[src/rtl/cpt_isqrt.sv]
`timescale 1ns / 1ps
`default_nettype none
// ----------------------------------------------------------------------------
// cpt_isqrt
// Pipelined integer square root, rounded down, one root bit per stage.
// Side data travels alongside with the valid bit.
// ----------------------------------------------------------------------------
module cpt_isqrt #(
	parameter int RAD_W  = 36,
	parameter int SIDE_W = 8
) (
	input  wire logic                 clk,
	input  wire logic                 arst_n,
	input  wire logic                 in_valid,
	input  wire logic [RAD_W-1:0]     rad,
	input  wire logic [SIDE_W-1:0]    side_in,
	output logic                      out_valid,
	output logic [RAD_W/2-1:0]        root,
	output logic [SIDE_W-1:0]         side_out
);
	localparam int R  = RAD_W / 2;
	localparam int RW = R + 2;

	logic              vld_sn  [R+1];
	logic [RAD_W-1:0]  rad_sn  [R+1];
	logic [RW-1:0]     rem_sn  [R+1];
	logic [R-1:0]      root_sn [R+1];
	logic [SIDE_W-1:0] side_sn [R+1];

	assign vld_sn[0]  = in_valid;
	assign rad_sn[0]  = rad;
	assign rem_sn[0]  = '0;
	assign root_sn[0] = '0;
	assign side_sn[0] = side_in;

	// Each stage brings down two radicand bits and decides one root bit.
	for (genvar k = 0; k < R; k++) begin : g_stage
		logic [RW:0] rem_in, trial;

		assign rem_in = {rem_sn[k][RW-2:0], rad_sn[k][RAD_W-1-2*k -: 2]};
		assign trial  = {1'b0, root_sn[k], 2'b01};

		always_ff @(posedge clk or negedge arst_n) begin
			if (!arst_n) begin
				vld_sn[k+1] <= 1'b0;
			end else begin
				vld_sn[k+1] <= vld_sn[k];
			end
		end

		always_ff @(posedge clk) begin
			rad_sn[k+1]  <= rad_sn[k];
			side_sn[k+1] <= side_sn[k];
			if (rem_in >= trial) begin
				rem_sn[k+1]  <= RW'(rem_in - trial);
				root_sn[k+1] <= {root_sn[k][R-2:0], 1'b1};
			end else begin
				rem_sn[k+1]  <= RW'(rem_in);
				root_sn[k+1] <= {root_sn[k][R-2:0], 1'b0};
			end
		end
	end

	assign out_valid = vld_sn[R];
	assign root      = root_sn[R];
	assign side_out  = side_sn[R];

endmodule
`default_nettype wire

[config.mk]
export PLATFORM = sky130hd
export DESIGN_NAME = cpt_isqrt
export DESIGN_NICKNAME = d
export VERILOG_FILES = /design/src/rtl/cpt_isqrt.sv
export SDC_FILE = /design/constraint.sdc
export NUM_CORES = 1
export LEC_CHECK = 0
export ABC_CLOCK_PERIOD_IN_PS = 3500
export BUFFER_PORTS_ARGS = -buffer_cell sky130_fd_sc_hd__buf_2
export CAP_MARGIN = 20
export CORE_ASPECT_RATIO = 0.8
export CORE_MARGIN = 5
export CORE_UTILIZATION = 50
export CTS_BUF_LIST = sky130_fd_sc_hd__clkbuf_2
export DETAILED_ROUTE_END_ITERATION = 10
export PLACE_DENSITY = 0.66
export SETUP_SLACK_MARGIN = 0.5
export SLEW_MARGIN = 20
export SYNTH_ARGS = -nofsm -noshare
export SYNTH_HDL_FRONTEND = slang
export SYNTH_SLANG_ARGS = --single-unit
[constraint.sdc]
create_clock -name clk -period 3.5 [get_ports clk]
set_input_delay 0.35 -clock clk [delete_from_list [all_inputs] [get_ports clk]]
set_output_delay 0.35 -clock clk [all_outputs]
set_load 0.1 [all_outputs]
# Word-level counts from Yosys, hierarchy flattened
# Index checks and enable logic that the tools add are counted.
# op_classes
add_sub_neg,17
magnitude_cmp,18
mux,35
# op_table
operator,count
19-bit two-way mux,16
21-bit by 10-bit greater-or-equal comparator with 1-bit output,1
21-bit by 11-bit greater-or-equal comparator with 1-bit output,1
21-bit by 12-bit greater-or-equal comparator with 1-bit output,1
21-bit by 13-bit greater-or-equal comparator with 1-bit output,1
21-bit by 14-bit greater-or-equal comparator with 1-bit output,1
21-bit by 15-bit greater-or-equal comparator with 1-bit output,1
21-bit by 16-bit greater-or-equal comparator with 1-bit output,1
21-bit by 17-bit greater-or-equal comparator with 1-bit output,1
21-bit by 18-bit greater-or-equal comparator with 1-bit output,1
21-bit by 19-bit greater-or-equal comparator with 1-bit output,1
21-bit by 3-bit greater-or-equal comparator with 1-bit output,1
21-bit by 4-bit greater-or-equal comparator with 1-bit output,1
21-bit by 5-bit greater-or-equal comparator with 1-bit output,1
21-bit by 6-bit greater-or-equal comparator with 1-bit output,1
21-bit by 7-bit greater-or-equal comparator with 1-bit output,1
21-bit by 8-bit greater-or-equal comparator with 1-bit output,1
21-bit by 9-bit greater-or-equal comparator with 1-bit output,1
19-bit by 10-bit subtractor with 19-bit output,1
19-bit by 11-bit subtractor with 19-bit output,1
19-bit by 12-bit subtractor with 19-bit output,1
19-bit by 13-bit subtractor with 19-bit output,1
19-bit by 14-bit subtractor with 19-bit output,1
19-bit by 15-bit subtractor with 19-bit output,1
14 further kinds,31
# word_totals
register_bits,946
output_inout_bits,27
wordCells,159

# Logic depth before layout (Yosys ltp)
# depth
ltp_word,2
mapped_depth,12
depth_no_buf,11

# Worst setup path after synthesis
# Ideal clock, no wire load.
# synth_path
kind,register -> register
start,"reg root_sn, in the netlist g_stage[16].trial[2]"
end,"reg rem_sn, in the netlist g_stage[17].rem_in[13]"
setup_ns,0.121
arrival_ns,2.404
t_required_ns,3.379
path_slack_ns,0.975
stages_incl_launch_ff,10
path_buffers,1
cell_sequence,dfxtp_1 inv_1 ha_1 o21ai_0 a21o_1 a2111oi_0 o211ai_1 o221ai_1 buf_2 mux2_2
# synth_between
elab_chain_cells,2
word_cells_on_any_way,3
classes_between,add/sub: 1; order compare: 1; mux: 1
# synth_rtl
item,line,text
from (decl),27,logic [R-1:0] root_sn [R+1];
"from (signal, indexed assignment)",56,"root_sn[k+1] <= {root_sn[k][R-2:0], 1'b1};"
"from (signal, indexed assignment)",59,"root_sn[k+1] <= {root_sn[k][R-2:0], 1'b0};"
19-bit by 18-bit subtractor with 19-bit output or 21-bit by 18-bit greater-or-equal comparator with 1-bit output (tied branches),"55, 54",
19-bit two-way mux *,54,if (rem_in >= trial) begin
"to (signal, indexed assignment)",55,rem_sn[k+1] <= RW'(rem_in - trial);
"to (signal, indexed assignment)",58,rem_sn[k+1] <= RW'(rem_in);
to (decl),26,logic [RW-1:0] rem_sn [R+1];
# Every way passes the cells marked *; elsewhere a longest branch is shown, timed or not.
# A chain may end at the register's enable or synchronous reset.

# Worst setup path in the final report
# layout_path
start,"reg root_sn, in the netlist g_stage[14].trial[2]"
end,"reg rem_sn, in the netlist g_stage[15].rem_in[6]"
# layout_between
elab_chain_cells,2
word_cells_on_any_way,3
classes_between,add/sub: 1; order compare: 1; mux: 1
# layout_rtl
item,line
19-bit by 16-bit subtractor with 19-bit output or 21-bit by 16-bit greater-or-equal comparator with 1-bit output (tied branches),"55, 54"
19-bit two-way mux *,54
# Marked as above.

==> metrics.txt <==
# TYPE chip_impl_metric gauge
chip_impl_info{name="status",value="completed"} 1
chip_impl_metric{name="worst_slew_pin_slew",unit="ps"} 876
chip_impl_metric{name="synth.cell_area",unit="um2"} 31100
chip_impl_metric{name="p_comb_share",unit="%"} 20.7
chip_impl_metric{name="placeableCoreArea",unit="um2"} 61300
chip_impl_metric{name="whs_path_depth",unit=""} 0
chip_impl_info{name="post-synth-top-area-cell",value="sky130_fd_sc_hd__dfxtp_1"} 1
chip_impl_metric{name="htree_levels",unit=""} 4
chip_impl_metric{name="final_net_count",unit=""} 3443
chip_impl_metric{name="synth_compound_area_share",unit="%"} 10.4
chip_impl_metric{name="core.rowCount",unit=""} 81
chip_impl_metric{name="grtUsageMet1",unit="%"} 25.5
chip_impl_metric{name="finalMaxSlewViolations",unit=""} 0
chip_impl_metric{name="grt_overflow_total",unit=""} 0
chip_impl_metric{name="synth_seq_cells",unit=""} 933
chip_impl_metric{name="route.detailed.wl_per_inst",unit="um"} 14.3
chip_impl_metric{name="arrival",unit="ps"} 4050
chip_impl_metric{name="drt_pass1_iterations",unit=""} 5
chip_impl_info{name="cts.root.buffer_cell",value="sky130_fd_sc_hd__clkbuf_2"} 1
chip_impl_info{name="origin_of_the_worst_setup_path",value="g_stage[14].trial[2]"} 1
chip_impl_metric{name="postRouteAntennaNets",unit=""} 0
chip_impl_metric{name="max_freq",unit="MHz"} 355
chip_impl_metric{name="synth_seq_area_share",unit="%"} 60.4
chip_impl_metric{name="setup_tns",unit="ps"} 0
chip_impl_metric{name="drt-initial-drc-count",unit=""} 1297
chip_impl_info{name="startpoint_to_endpoint_class_of_the_critical_path",value="flop to flop"} 1
chip_impl_info{name="synth_top_family_by_area",value="compound AO/OA/AOI/OAI gates"} 1
chip_impl_metric{name="power.net_switching",unit="mW"} 8.01
chip_impl_info{name="setup.worst_path.start_class",value="flop"} 1
chip_impl_metric{name="global_route.usage.total",unit="%"} 18.1
chip_impl_metric{name="period_needed",unit="ps"} 2820
chip_impl_metric{name="die_width",unit="um"} 289
chip_impl_info{name="synth.most_common_cell",value="sky130_fd_sc_hd__dfxtp_1"} 1
chip_impl_metric{name="worstPathRequired",unit="ps"} 4740
chip_impl_metric{name="max_slew_margin",unit="%"} 41.6
chip_impl_metric{name="final_hold_viol_count",unit=""} 0
chip_impl_metric{name="critical_path.max_fanout",unit=""} 11
chip_impl_metric{name="min_period_over_period",unit="%"} 80.5
chip_impl_metric{name="syn_to_final_growth",unit="%"} 15.1
chip_impl_info{name="r2r-start",value="g_stage[14].trial[2]"} 1
chip_impl_info{name="hold_end",value="g_stage[10].rem_in[1]"} 1
chip_impl_metric{name="yosysWarningCount",unit=""} 0
chip_impl_metric{name="power.share.sequential",unit="%"} 53.8
chip_impl_metric{name="synth_edf_count",unit=""} 0
chip_impl_metric{name="grt_start_max_net_pins",unit=""} 31
chip_impl_metric{name="muxShareOfSynthArea",unit="%"} 1.45
chip_impl_metric{name="synth_fa_ha_area_share",unit="%"} 7.57
chip_impl_metric{name="dpl.hpwl",unit="mm"} 41.5
chip_impl_metric{name="yosys.area_share.simple",unit="%"} 10.3
chip_impl_metric{name="yosys.area.top_type_share",unit="%"} 59.0
chip_impl_metric{name="die-area",unit="um2"} 67200
chip_impl_metric{name="first_global_vias",unit=""} 20700
chip_impl_info{name="grt_most_used_layer",value="met2"} 1
chip_impl_metric{name="post_synth_inst_count",unit=""} 2810
chip_impl_metric{name="clock_power_share",unit="%"} 25.5
chip_impl_metric{name="final_layout_size_suffix_gt1_share",unit="%"} 14.4
chip_impl_metric{name="mapped_nets",unit=""} 3045
chip_impl_metric{name="postLayoutSetupSlackWorst",unit="ps"} 682
chip_impl_metric{name="post-route-drc-count",unit=""} 0
chip_impl_metric{name="ir_drop",unit="uV"} 343
chip_impl_metric{name="floorplan.die.height",unit="um"} 233
chip_impl_metric{name="synth-xor-area-share",unit="%"} 6.45
chip_impl_metric{name="synthDistinctLibCells",unit=""} 92
chip_impl_metric{name="ios",unit=""} 74
chip_impl_metric{name="via_count",unit=""} 20500
chip_impl_metric{name="switching_share",unit="%"} 31.9
chip_impl_info{name="synth_top_cells_by_count",value="915 x sky130_fd_sc_hd__dfxtp_1, 220 x sky130_fd_sc_hd__inv_1, 189 x sky130_fd_sc_hd__nor2_1, 188 x sky130_fd_sc_hd__ha_1, 156 x sky130_fd_sc_hd__a21oi_1"} 1
chip_impl_metric{name="vias_per_cell",unit=""} 4.91
chip_impl_metric{name="ctsLongestPathBuffers",unit=""} 3
chip_impl_metric{name="grtUsageMet3",unit="%"} 4.96
chip_impl_metric{name="power.static_leakage",unit="nW"} 17.1
chip_impl_metric{name="clkTransAtPathRegs",unit="ps"} 110
chip_impl_info{name="synth_flop_cell",value="sky130_fd_sc_hd__dfxtp_1"} 1
chip_impl_metric{name="syn_avg_cell_area",unit="um2"} 11.1
chip_impl_metric{name="power_per_cell_area",unit="nW/um2"} 703
chip_impl_info{name="synth_top_cells_by_area",value="sky130_fd_sc_hd__dfxtp_1 59%, sky130_fd_sc_hd__ha_1 7.6%, sky130_fd_sc_hd__xnor2_1 3.6%, sky130_fd_sc_hd__xor2_1 2.8%, sky130_fd_sc_hd__inv_1 2.7%"} 1
chip_impl_metric{name="finalWeightedCongestion",unit=""} 0.872
chip_impl_metric{name="floorplan.initialDensity",unit="%"} 50.7
chip_impl_metric{name="fin_skew",unit="ps"} 87.7
chip_impl_metric{name="setup-violations-final",unit=""} 0
chip_impl_metric{name="worst-r2r-setup-slack",unit="ps"} 680
chip_impl_metric{name="worstRegToRegCells",unit=""} 9
chip_impl_metric{name="synthArstFlopShare",unit="%"} 1.93
chip_impl_metric{name="grtUsageMet2",unit="%"} 26.8
chip_impl_metric{name="p_int",unit="mW"} 17.1
chip_impl_metric{name="max_cap_violations",unit=""} 0
chip_impl_info{name="rr_endpoint",value="g_stage[15].rem_in[6]"} 1
chip_impl_metric{name="detailedPlace.worstSlack",unit="ps"} 485
chip_impl_info{name="cts_tree",value="built"} 1
chip_impl_metric{name="port_buffers",unit=""} 73
chip_impl_metric{name="cts.sinks",unit=""} 933
chip_impl_info{name="worstHoldPathType",value="flop to flop"} 1
chip_impl_metric{name="clkLatencyLatePin",unit="ps"} 1390
chip_impl_metric{name="grt_first_pass_wirelength",unit="mm"} 99.6
chip_impl_metric{name="antenna_found_initial",unit=""} 3
chip_impl_info{name="grt_setup_unrepaired",value="false"} 1
chip_impl_info{name="crit_path_end_kind",value="flop"} 1
chip_impl_info{name="worst_hold_startpoint",value="rad_sn[339]"} 1
chip_impl_metric{name="cts_buffers",unit=""} 207
chip_impl_metric{name="final_wl",unit="mm"} 59.6
## area by class of cell
cell class / instances / area [um2]
fillers: 5230 / 25600
clock buffers: 290 / 1450
multi-input cells: 1612 / 11300
diodes: 4 / 10.0
well taps: 830 / 1040
clock inverters: 55 / 379
flip-flops and latches: 933 / 18800
repair buffers: 231 / 1920
inverters: 223 / 837
## kinds of logic after synthesis
family	Yosys count
AOI/OAI and AO/OA	510
other	1
adders and majority gates	188
DFF	933
xor gates and xnor gates	228
buffers and inverters	266
muxes	41
and+or+nand+nor	643
## per-stage QoR
step	instance area [um2]	util (%)	power (mW)	std cells	hold slack, ps
after CTS	35700	58.2	25.4	4173	72.2
after global routing	35700	58.3	26.9	4176	233
after floorplan	31100	-	17.3	2810	54.4
after detailed placement	32400	52.9	18.7	3691	295
after global placement	32400	52.9	18.6	3691	285
final	35700	58.3	25.1	4178	300
## power by group through the flow
stage	combinational, mW	clock [mW]	sequential (mW)
floorplan	3.86	0	13.4
global placement	4.85	0	13.7
detailed placement	4.98	0	13.8
CTS	5.14	6.74	13.5
global route	5.85	7.33	13.7
finish	5.21	6.41	13.5
## sequential cells by signal, summed over array words and instances (netlist names)
| name | flops |
|---|---|
| root | 18 |
| side_sn | 136 |
| rad_sn | 272 |
| vld_sn | 17 |
| out_valid | 1 |
| side_out | 8 |
| g_stage.trial | 153 |
| g_stage.rem_in | 328 |
## placed cells by master (no fill, tap or decap), types with 29 or more instances in the layout
cell type	count
sky130_fd_sc_hd__o21ai_0	108
sky130_fd_sc_hd__a21oi_1	156
sky130_fd_sc_hd__xnor2_1	128
sky130_fd_sc_hd__xor2_1	99
sky130_fd_sc_hd__o21a_1	45
sky130_fd_sc_hd__dlygate4sd3_1	137
sky130_fd_sc_hd__buf_2	73
sky130_fd_sc_hd__nand2_1	146
sky130_fd_sc_hd__mux2_2	31
sky130_fd_sc_hd__nor3_1	61
sky130_fd_sc_hd__dfxtp_1	915
sky130_fd_sc_hd__nor2b_1	29
sky130_fd_sc_hd__nand3_1	32
sky130_fd_sc_hd__clkbuf_2	290
sky130_fd_sc_hd__a21o_1	53
sky130_fd_sc_hd__nor2_1	189
sky130_fd_sc_hd__ha_1	188
sky130_fd_sc_hd__clkinv_1	36
sky130_fd_sc_hd__nor4_1	31
sky130_fd_sc_hd__inv_1	220
sky130_fd_sc_hd__nand2b_1	31
## worst max-delay path by stage
stage               slack (ps)  depth (start not counted)                     end
floorplan                  970                          9  g_stage[17].rem_in[13]
global placement           430                         10   g_stage[17].rem_in[9]
detailed placement         480                         10  g_stage[17].rem_in[13]
CTS                        520                          9   g_stage[9].rem_in[13]
global route               510                          9   g_stage[8].rem_in[16]
finish                     680                          9   g_stage[15].rem_in[6]
## worst max-delay path, cell delays in order, from the launching register on
cell and delay [ps]:
sky130_fd_sc_hd__dfxtp_1 340, sky130_fd_sc_hd__inv_1 40, sky130_fd_sc_hd__ha_1 330, sky130_fd_sc_hd__o21a_1 180, sky130_fd_sc_hd__nor4_1 80, sky130_fd_sc_hd__o31ai_2 560
sky130_fd_sc_hd__a221oi_2 220, sky130_fd_sc_hd__o21ai_2 360, sky130_fd_sc_hd__buf_4 250, sky130_fd_sc_hd__mux2_2 340
## what timing repair did
action	4_1_cts	5_1_grt
setup endpoints to repair	6	65
hold buffers	137	0
buffers inserted	0	0
resized for setup	4	13
endpoints found under the hold margin	64	0
cloned	0	1
pin swaps	0	2
## metal layers
layer	wire, um	vias to the layer above
met5	0	-
met4	952	0
met3	3690	81
met2	25300	497
met1	29700	9473
li1	-	10500
Power figures use the tool's default switching activity.
